--- config.mk ---
export PLATFORM = sky130hd
export DESIGN_NAME = xbrs_ctrl
export DESIGN_NICKNAME = d
export VERILOG_FILES = /design/src/xbrs_pkg.sv /design/src/xbrs_ctrl.sv
export SDC_FILE = /design/constraint.sdc
export NUM_CORES = 1
export LEC_CHECK = 0
export BUFFER_PORTS_ARGS = -buffer_cell sky130_fd_sc_hd__buf_2
export CAP_MARGIN = 25
export CORE_AREA = 2 2 39 41
export CTS_CLUSTER_DIAMETER = 200
export DETAILED_ROUTE_END_ITERATION = 8
export DIE_AREA = 0 0 41 43
export GPL_ROUTABILITY_DRIVEN = 0
export PLACE_DENSITY = 0.77
export SYNTH_ARGS = -nofsm -noshare
export SYNTH_HDL_FRONTEND = slang
export SYNTH_SLANG_ARGS = --single-unit
--- constraint.sdc ---
create_clock -name clk_i -period 1.7 [get_ports clk_i]
set_clock_uncertainty 0.05 [all_clocks]
set_input_delay 0 -clock clk_i [delete_from_list [all_inputs] [get_ports clk_i]]
set_output_delay 0 -clock clk_i [all_outputs]
set_load 0.01 [all_outputs]
--- src/xbrs_pkg.sv ---
// ----------------------------------------------------------------------------
// xbrs_pkg: shared types and constants of the bounded random source
// Opcodes, controller states, command/status structs and generator constants.
// ----------------------------------------------------------------------------
package xbrs_pkg;

  localparam logic [63:0] GOLDEN_INC = 64'h9e3779b97f4a7c15;
  localparam logic [63:0] MIX_MUL_A  = 64'hbf58476d1ce4e5b9;
  localparam logic [63:0] MIX_MUL_B  = 64'h94d049bb133111eb;

  typedef enum logic [1:0] {
    OP_U64 = 2'd0,
    OP_U32 = 2'd1,
    OP_S64 = 2'd2,
    OP_S32 = 2'd3
  } op_e;

  typedef enum logic [3:0] {
    ST_SEED,     // start SplitMix64 expansion
    ST_MIX,      // SplitMix64 multiply chain
    ST_IDLE,
    ST_SETUP,    // latch range, check full width
    ST_THR,      // threshold remainder
    ST_DRAW,     // generator draw (multiplies)
    ST_CHECK,    // compare against threshold
    ST_MOD,      // value remainder
    ST_DONE
  } state_e;

  typedef struct packed {
    logic seed_start;  // load seed counter, begin expansion
    logic mix_step;    // advance SplitMix64 chain one stage
    logic setup;       // latch request
    logic thr_start;   // start remainder of threshold
    logic draw_step;   // advance draw pipeline one stage
    logic mod_start;   // start remainder of draw
    logic finish;      // form result into output register
  } cmd_t;

  typedef struct packed {
    logic mix_done;    // all four words loaded
    logic full;        // limit is all ones
    logic div_busy;
    logic draw_done;
    logic accept;      // draw at or above threshold
  } sts_t;

endpackage

--- src/xbrs_ctrl.sv ---
// ----------------------------------------------------------------------------
// xbrs_ctrl: controller state machine
// Sequences seed expansion, threshold, draws with rejection and result.
// ----------------------------------------------------------------------------
module xbrs_ctrl (
  input  logic           clk_i,
  input  logic           rst_ni,
  input  logic           cfg_valid_i,
  output logic           cfg_ready_o,
  input  logic           in_valid_i,
  output logic           in_ready_o,
  output logic           out_valid_o,
  input  logic           out_ready_i,
  output xbrs_pkg::cmd_t cmd_o,
  input  xbrs_pkg::sts_t sts_i
);
  import xbrs_pkg::*;

  state_e state_q, state_d;
  logic [1:0] dcnt_q, dcnt_d;
  logic out_valid_q, out_valid_d;
  logic out_free;   // output register empty or emptied at this edge

  assign out_free = !out_valid_q || out_ready_i;

  always_comb begin
    state_d = state_q;
    case (state_q)
      ST_SEED:  state_d = ST_MIX;
      ST_MIX:   if (sts_i.mix_done) state_d = ST_IDLE;
      ST_IDLE: begin
        if (cfg_valid_i) state_d = ST_SEED;
        else if (in_valid_i) state_d = ST_SETUP;
      end
      ST_SETUP: state_d = ST_THR;
      ST_THR:   state_d = ST_DRAW;
      ST_DRAW:  if (dcnt_q == 2'd2) state_d = ST_CHECK;
      ST_CHECK: begin
        if (!sts_i.div_busy) begin
          if (sts_i.full) state_d = ST_DONE;
          else if (sts_i.accept) state_d = ST_MOD;
          else state_d = ST_DRAW;
        end
      end
      ST_MOD:   state_d = ST_DONE;
      ST_DONE:  if (!sts_i.div_busy && out_free) state_d = ST_IDLE;
      default:  state_d = ST_IDLE;
    endcase
  end

  always_comb begin
    cmd_o = '0;
    dcnt_d = '0;
    cfg_ready_o = 1'b0;
    in_ready_o = 1'b0;
    out_valid_d = out_valid_q && !out_ready_i;
    case (state_q)
      ST_SEED: cmd_o.seed_start = 1'b1;
      ST_MIX:  cmd_o.mix_step = !sts_i.mix_done;
      ST_IDLE: begin
        cfg_ready_o = 1'b1;
        in_ready_o = !cfg_valid_i;
        cmd_o.setup = in_valid_i && in_ready_o;
      end
      ST_THR:  cmd_o.thr_start = 1'b1;
      ST_DRAW: begin
        cmd_o.draw_step = 1'b1;
        dcnt_d = dcnt_q + 2'd1;
      end
      ST_MOD:  cmd_o.mod_start = 1'b1;
      ST_DONE: begin
        cmd_o.finish = !sts_i.div_busy && out_free;
        if (!sts_i.div_busy && out_free) out_valid_d = 1'b1;
      end
      default: ;
    endcase
  end

  always_ff @(posedge clk_i or negedge rst_ni) begin
    if (!rst_ni) begin
      state_q <= ST_SEED;
      dcnt_q <= '0;
      out_valid_q <= 1'b0;
    end else begin
      state_q <= state_d;
      dcnt_q <= dcnt_d;
      out_valid_q <= out_valid_d;
    end
  end

  assign out_valid_o = out_valid_q;
endmodule

==> flow_summary.yaml, run 1 <==
critical_path:
  crit_type: "reg2out"
  critical_path_arrival_ns: 1.59
  crit_fanout: 11
  worst_ep_required_time_ns: 1.65
  startpoint_type: "flip-flop"
  timing.critical_path.to_type: "primary output"
cells_and_area:
  filler_cell_count: 145
  postLayoutCoreUtil: 0.4647
  area_growth_syn_to_layout_pct: 28.18
  n_antenna_cell: 0
  layout.nets: 87
  stdcell_area_um2: 643.1
  post_route_cells_drive_above_1_share: 0.4267
synth:
  synth.net_count: 63
  yosys.area_share.adder: 0.02494
  post_synth.cell_area_avg_um2: 9.649
  combinational_family_with_the_most_area_after_synthesis: "simple AND/OR/NAND/NOR gates"
  synth_enable_flop_cells: 0
  synth_compound_area_frac: 0.1870
  synth_area_um2: 501.7
  synth_top_cells_by_count: "sky130_fd_sc_hd__dfrtp_1, sky130_fd_sc_hd__nor3_1, sky130_fd_sc_hd__nor2_1, sky130_fd_sc_hd__buf_6, sky130_fd_sc_hd__o21bai_1"
  synth_mux_area_frac: 0.02244
  synth.yosys.seq_area_share: 0.3491
  synth-warning-count: 0
  cell_taking_the_most_area_after_synthesis: "sky130_fd_sc_hd__dfrtp_1"
  top_post_synthesis_cells_by_area: "sky130_fd_sc_hd__dfrtp_1, sky130_fd_sc_hd__buf_6, sky130_fd_sc_hd__nor3_1"
  synth-main-ff-cell: "sky130_fd_sc_hd__dfrtp_1"
  synth_xor_xnor_area_share: 0
  ys_types: 28
  syn_inst: 52
  yosys.cell_count.top_type: "sky130_fd_sc_hd__dfrtp_1"
  synthArstFlopShare: 1.000
  synth_top_area_frac: 0.3491
  post_synth_and_or_nand_nor_area_fraction: 0.3192
  synth_seq_cells: 7
floorplan:
  die_w_um: 41
  initial_utilization: 0.3626
  floorplan.core_area_um2: 1384
  floorplan.die_area_um2: 1763
  pin_count: 20
  placementRows: 14
  die_h_um: 43
timing:
  final_hold_violation_count: 0
  setup_repair_after_global_routing_missed_its_margin: "false"
  max_freq_mhz: 608.7
  final-max-slew-violation-count: 0
  setup_violations: 0
  period_minus_slack_ns: 1.643
  max_slew.worst_pin.slew_ns: 0.2950
  timing.final.crit_share: 0.9664
  setup_total_negative_slack_ns: 0
  timing.slew.headroom: 0.8019
worst_hold_path:
  worstHoldPathType: "in2reg"
routing:
  dr.first_iter.drc_count: 6
  vias_per_cell: 5.121
  total_detailed_routing_wirelength_um: 1083
  firstDrtPassIters: 5
  post_detailed_route_wirelength_per_cell_um: 11.90
  detail_route.drc_violations: 0
  detail-route-antenna-nets: 0
  route.vias.total: 466
power_and_ir_drop:
  power_density_nw_per_um2: 1655
  finalPower_uw: 1065
  comb_power_share: 0.510
  power.clock.fraction: 0.152
  power_switching_share: 0.4444
  ir_worst_vdd_uv: 548.1
  pwr-share-seq: 0.338
  cellLeakagePower_uw: 0.0002985
  p_int_uw: 591.6
  switching_power_uw: 473.1
clock_tree:
  clk_pin_slew_worst_paths_ns: 0.06
  ctsRootBufferMaster: "sky130_fd_sc_hd__clkbuf_4"
  tritoncts.num_buffers: 3
  cts_tree: "yes"
  number_of_buffers_on_the_longest_clock_path: 2
  clock_latency_ns: 0.26
  clkSinkCount: 7
  number_of_h_tree_levels: 1
global_route:
  grt_pass1_wl_um: 1835
  grt_remaining_overflow: 0
  grt_pass1_vias: 442
  maximum_number_of_pins_on_one_net_before_global_route_repair: 12
  grt_util_all_layers: 0.1583
  grt_antenna_before_repair: 0
placement:
  post-dp-hpwl_um: 816.2
  placement.cell_area_um2: 593.1
  portBuffers: 18
run:
  cap_viol_max_count: 0
status:
  run_status: "finished clean"
## path summary, 6_finish.rpt
path,slack [ns],cells after the start,endpoint,from
worst max-delay path,0.06,3,cmd_o[0],state_q[2]
worst min-delay path,0.02,4,state_q[3],out_ready_i
worst max register to register,0.08,6,state_q[0],dcnt_q[0]
worst min register to register,0.38,1,dcnt_q[0],dcnt_q[0]
max in group asynchronous,1.39,2,state_q[3],rst_ni
min in group asynchronous,0.04,2,dcnt_q[0],rst_ni
## worst max-delay path: stages (launching register included)
cell and delay, ns:
sky130_fd_sc_hd__dfrtp_2 0.50, sky130_fd_sc_hd__or4b_4 0.53, sky130_fd_sc_hd__nor3_2 0.15, sky130_fd_sc_hd__buf_2 0.14
## sequential cells by signal (all words and copies together), names as in the netlist
register	cells
dcnt_q	2
out_valid_o	1
state_q	4
## layout by cell type (no fill, tap or decap), types with 2 or more instances in the layout
master,instances
sky130_fd_sc_hd__o21bai_1,3
sky130_fd_sc_hd__inv_1,2
sky130_fd_sc_hd__nor2_1,4
sky130_fd_sc_hd__nor2b_1,2
sky130_fd_sc_hd__nand2_1,2
sky130_fd_sc_hd__dfrtp_2,2
sky130_fd_sc_hd__buf_4,3
sky130_fd_sc_hd__o41ai_1,2
sky130_fd_sc_hd__dlygate4sd3_1,2
sky130_fd_sc_hd__nand2b_1,2
sky130_fd_sc_hd__buf_2,18
sky130_fd_sc_hd__clkbuf_4,3
sky130_fd_sc_hd__a21oi_1,2
sky130_fd_sc_hd__nor3_1,6
sky130_fd_sc_hd__dfrtp_1,5
## power groups by stage
stage	registers, uW	logic (uW)	clock network [uW]
floorplan	269	509	0
global placement	355	530	0
detailed placement	356	543	0
CTS	361	550	166
global route	377	608	182
finish	360	543	162
## area by class of cell
cell class / count / area [um^2] / area share
Clock buffer: 3 / 22.52 / 0.03502
Clock inverter: 1 / 5.005 / 0.007782
Inverter: 2 / 7.507 / 0.01167
Multi-Input combinational cell: 39 / 277.8 / 0.4319
Sequential cell: 7 / 177.7 / 0.2763
Tap cell: 16 / 20.02 / 0.03113
Timing Repair Buffer: 23 / 132.6 / 0.2062
## metrics by stage
step,std cells,setup WS [ns],hold slack (ns)
floorplan,52,0.2280,-0.3456
CTS,91,0.04923,0.02170
global placement,85,0.1202,-0.2131
detailed placement,85,0.08907,-0.2071
finish,91,0.05705,0.02133
global route,91,0.0008066,0.03147
## logic make-up (layout without fill, tap and decap cells)
group,after synthesis,count (layout)
simple gates,24,24
mux,1,1
compound gates,13,13
fa+ha+maj,1,1
flops,7,7
buf+inv,6,29
## routing by layer
| metal | up-vias | share of wire | global-route usage |
|---|---|---|---|
| met1 | 219 | 0.43 | 0.1987 |
| met4 | 0 | 0.020 | 0.1000 |
| li1 | 236 | - | - |
| met5 | - | 0 | 0 |
| met3 | 3 | 0.036 | 0.04712 |
| met2 | 8 | 0.51 | 0.2250 |
## timing repair
item / CTS / global route
resized for setup: 2 / 0
endpoints found under the setup margin: 1 / 0
hold endpoints to repair: 8 / 0
buffers inserted: 0 / 0
hold buffers: 2 / 0
Power figures use the tool's default switching activity.
==> run 2: changes to the inputs <==
Settings changed: RECOVER_POWER set to 100.
==> flow_summary.yaml, run 2 (synthesized netlist as in run 1, its figures left out) <==
timing:
  setup_repair_after_global_routing_missed_its_margin: "false"
  max_freq_mhz: 605.4
  period_minus_slack_ns: 1.652
  timing.hold.ws_ns: 0.02123
  timing.slew.headroom: 0.7415
  final-max-slew-violation-count: 0
  timing.final.crit_share: 0.9717
  max_slew.worst_pin.slew_ns: 0.3878
  setup_total_negative_slack_ns: 0
  final_hold_violation_count: 0
  setup_violations: 0
floorplan:
  floorplan.die_area_um2: 1763
  initial_utilization: 0.3626
  die_w_um: 41
  placementRows: 14
  pin_count: 20
  floorplan.core_area_um2: 1384
  die_h_um: 43
routing:
  firstDrtPassIters: 3
  total_detailed_routing_wirelength_um: 1094
  detail_route.drc_violations: 0
  post_detailed_route_wirelength_per_cell_um: 12.02
  dr.first_iter.drc_count: 5
  detail-route-antenna-nets: 0
  route.vias.total: 465
  vias_per_cell: 5.110
cells_and_area:
  filler_cell_count: 152
  layout.cells.most_common: "sky130_fd_sc_hd__clkbuf_1"
  area_growth_syn_to_layout_pct: 25.19
  largest_register: "state_q"
  layout.nets: 87
  n_antenna_cell: 0
  stdcell_area_um2: 628.1
  post_route_cells_drive_above_1_share: 0.2933
  postLayoutCoreUtil: 0.4539
  largest_register_ff_count: 4
  most_frequent_cells_in_the_layout: "sky130_fd_sc_hd__clkbuf_1, sky130_fd_sc_hd__buf_2, sky130_fd_sc_hd__nor3_1, sky130_fd_sc_hd__dfrtp_1, sky130_fd_sc_hd__nor2_1"
placement:
  post-dp-hpwl_um: 816.2
  portBuffers: 18
  placement.cell_area_um2: 593.1
power_and_ir_drop:
  switching_power_uw: 474.4
  comb_power_share: 0.496
  pwr-share-seq: 0.348
  cellLeakagePower_uw: 0.0002583
  p_int_uw: 562.6
  ir_worst_vdd_uv: 547.8
  power.clock.fraction: 0.156
  power_switching_share: 0.4575
  power_density_nw_per_um2: 1651
critical_path:
  timing.critical_path.to_type: "primary output"
  crit_type: "reg2out"
  critical_path_arrival_ns: 1.60
  cp.buffers_inverters: 1
  worst_ep_required_time_ns: 1.65
  critPathTopFamily: "simple AND/OR/NAND/NOR gates"
  worst_path_max_delay_cell: "sky130_fd_sc_hd__or4b_4"
  largest_stage_delay_on_the_critical_path_ns: 0.53
  crit_chain: "or4b_4, nor3_2, clkbuf_2"
  crit_fanout: 11
  startpoint_type: "flip-flop"
global_route:
  grt_remaining_overflow: 0
  grt_pass1_vias: 442
  grt_pass1_wl_um: 1835
  maximum_number_of_pins_on_one_net_before_global_route_repair: 12
  grt_antenna_before_repair: 0
  grt_util_all_layers: 0.1583
clock_tree:
  number_of_buffers_on_the_longest_clock_path: 2
  number_of_h_tree_levels: 1
  clkSinkCount: 7
  tritoncts.num_buffers: 3
  ctsRootBufferMaster: "sky130_fd_sc_hd__clkbuf_4"
  postCtsSetupRepairBufs: 0
  clock_latency_ns: 0.26
  cts_tree: "yes"
  clk_pin_slew_worst_paths_ns: 0.06
run:
  cap_viol_max_count: 0
status:
  run_status: "finished clean"
worst_hold_path:
  worstHoldPathType: "in2reg"
[run 2: layer usage]
metal  part of all wire  GRT usage  vias to the layer above
met5                  0          0                        -
met3              0.037    0.04712                        3
met4              0.020     0.1000                        0
met1               0.43     0.1987                      218
li1                   -          -                      236
met2               0.52     0.2250                        8
[run 2: power by group through the flow]
stage	Sequential, uW	Combinational [uW]	Clock [uW]
final	361	514	162
after detailed placement	356	543	0
after floorplan	269	509	0
after global placement	355	530	0
after CTS	361	550	166
after global routing	377	579	182
[run 2: worst paths after layout]
kind / start / cells after the start / slack (ns) / endpoint
max: state_q[2] / 3 / 0.05 / cmd_o[0]
max in group asynchronous: rst_ni / 2 / 1.19 / state_q[3]
min: out_ready_i / 4 / 0.02 / state_q[3]
min reg2reg: dcnt_q[0] / 1 / 0.38 / dcnt_q[0]
max reg2reg: dcnt_q[0] / 6 / 0.08 / state_q[0]
min in group asynchronous: rst_ni / 2 / 0.11 / dcnt_q[0]
[run 2: repair_timing]
item	in CTS	in global routing
hold endpoints to repair	8	0
endpoints found under the setup margin	1	0
gates resized for setup	2	0
hold buffers	2	0
[run 2: per-stage QoR]
stage                     worst slack [ns]  std cells  power, uW
final                              0.04809         91       1037
after global routing             0.0008066         91       1138
after CTS                          0.04923         91       1077
after detailed placement           0.08907         85      898.8
after global placement              0.1202         85      885.1
after floorplan                     0.2280         52      777.1
[run 2: layout make-up]
cell class                 instances  area, um^2  share of cell area
tap                               16       20.02             0.03187
timing repair buffer              23       117.6              0.1873
multi-input combinational         39       277.8              0.4422
clock inverter                     1       5.005            0.007968
sequential                         7       177.7              0.2829
clock buffer                       3       22.52             0.03586
inverter                           2       7.507             0.01195
[run 2: worst min-delay path: stages]
cell                      delay (ns)
sky130_fd_sc_hd__buf_2          0.07
sky130_fd_sc_hd__nor2b_1        0.07
sky130_fd_sc_hd__nor2_1         0.09
sky130_fd_sc_hd__o32ai_1        0.07
==> run 3: changes to the inputs <==
Settings changed: SLEW_MARGIN set to 20.
Clock period 1.7 ns to 1.6 ns, I/O delays scaled along.
==> flow_summary.yaml, run 3 (synthesized netlist as in run 1, its figures left out) <==
floorplan:
  pin_count: 20
  floorplan.core_area_um2: 1384
  placementRows: 14
  die_w_um: 41
  floorplan.die_area_um2: 1763
  initial_utilization: 0.3626
  die_h_um: 43
power_and_ir_drop:
  ir_worst_vdd_uv: 626.1
  finalPower_uw: 1280
  power_density_nw_per_um2: 1830
  cellLeakagePower_uw: 0.0003177
placement:
  place_worst_setup_slack_ns: -0.004916
  post-dp-hpwl_um: 798.7
  portBuffers: 18
cells_and_area:
  area_growth_syn_to_layout_pct: 39.40
  most_frequent_cells_in_the_layout: "sky130_fd_sc_hd__buf_2, sky130_fd_sc_hd__buf_4, sky130_fd_sc_hd__nor3_1, sky130_fd_sc_hd__dfrtp_1, sky130_fd_sc_hd__nor2_1"
  layout.nets: 92
  largest_register_ff_count: 4
  largest_register: "state_q"
  layout.cells.most_common: "sky130_fd_sc_hd__buf_2"
  filler_cell_count: 127
  n_antenna_cell: 0
  post_route_cells_drive_above_1_share: 0.4375
clock_tree:
  cts_tree: "yes"
  tritoncts.num_buffers: 3
  clkSinkCount: 7
  number_of_buffers_on_the_longest_clock_path: 2
  ctsRootBufferMaster: "sky130_fd_sc_hd__clkbuf_4"
  clk_pin_slew_worst_paths_ns: 0.06
  number_of_h_tree_levels: 1
  clock_latency_ns: 0.26
status:
  run_status: "finished clean"
timing:
  setup_repair_after_global_routing_missed_its_margin: "true"
  timing.slew.headroom: 0.7402
  timing.final.crit_share: 0.9880
  setup_total_negative_slack_ns: 0
  max_slew.worst_pin.slew_ns: 0.3897
  final_critical_path_setup_slack_ns: 0.01923
  final_hold_violation_count: 0
  period_minus_slack_ns: 1.581
  max_freq_mhz: 632.6
  setup_violations: 0
  final-max-slew-violation-count: 0
worst_hold_path:
  worstHoldPathType: "in2reg"
routing:
  post_detailed_route_wirelength_per_cell_um: 11.65
  dr.first_iter.drc_count: 19
  firstDrtPassIters: 4
  total_detailed_routing_wirelength_um: 1118
  route.vias.total: 489
  detail-route-antenna-nets: 0
  vias_per_cell: 5.094
  detail_route.drc_violations: 0
critical_path:
  critical_path_arrival_ns: 1.53
  timing.critical_path.to_type: "primary output"
  worst_ep_required_time_ns: 1.55
  crit_type: "reg2out"
  crit_fanout: 4
  startpoint_type: "flip-flop"
global_route:
  grt_pass1_wl_um: 1842
  grt_pass1_vias: 444
  maximum_number_of_pins_on_one_net_before_global_route_repair: 11
  grt_remaining_overflow: 0
  grt_util_all_layers: 0.1552
  grt_antenna_before_repair: 0
run:
  cap_viol_max_count: 0
## run 3: cell types whose count changed in the layout (fill, tap and decap cells not counted), sizes merged
cell	before	now
buf	10	24
clkbuf	14	6
clkinv	1	0
## run 3: final timing paths
path | from | to | slack (ns) | cells past startpoint
max | state_q[0] | cmd_o[0] | 0.02 | 3
min reg2reg | dcnt_q[0] | dcnt_q[0] | 0.39 | 1
max in group asynchronous | rst_ni | state_q[2] | 1.09 | 2
min in group asynchronous | rst_ni | dcnt_q[1] | 0.12 | 2
max reg2reg | dcnt_q[0] | state_q[0] | 0.04 | 6
min | out_ready_i | out_valid_o | 0.03 | 3
## run 3: worst max-delay path, stage by stage, from the launching register on
cell                      delay, ns
sky130_fd_sc_hd__dfrtp_1       0.41
sky130_fd_sc_hd__or4b_4        0.57
sky130_fd_sc_hd__nor3_2        0.15
sky130_fd_sc_hd__buf_2         0.14
## run 3: routing by layer
| metal | track usage | up-vias | wire length, um |
|---|---|---|---|
| met5 | 0 | - | 0 |
| met4 | 0.1000 | 0 | 24 |
| met3 | 0.03141 | 2 | 29 |
| met2 | 0.2094 | 8 | 538 |
| met1 | 0.2150 | 232 | 526 |
| li1 | - | 247 | - |
## run 3: cell type report
class                   count  area [um^2]  share of cell area
flip-flops and latches      7        177.7              0.2540
well taps                  16        20.02             0.02862
multi-input cells          39        287.8              0.4114
inverters                   2        7.507             0.01073
repair buffers             28        180.2              0.2576
clock buffers               4        26.28             0.03757
## run 3: power by group
part | internal, uW | switching, uW
Combinational | 393 | 404
Sequential | 251 | 60.7
Clock | 95.9 | 75.9
## run 3: metrics by stage
step	hold slack, ns	util	std cells	area [um^2]
2_1_floorplan	-0.3456	-	52	501.7
3_3_place_gp	-0.2102	0.4286	85	593.1
3_5_place_dp	-0.2061	0.4286	85	593.1
4_1_cts	0.02448	0.4910	95	679.4
5_1_grt	0.04826	0.5054	96	699.4
6_report	0.02571	0.5054	96	699.4
## run 3: repair_timing
action / CTS / global route
resized for setup: 3 / 1
setup buffers: 4 / 1
pin swaps: 0 / 2
setup endpoints to repair: 2 / 5
hold buffers: 2 / 0
endpoints found under the hold margin: 8 / 0
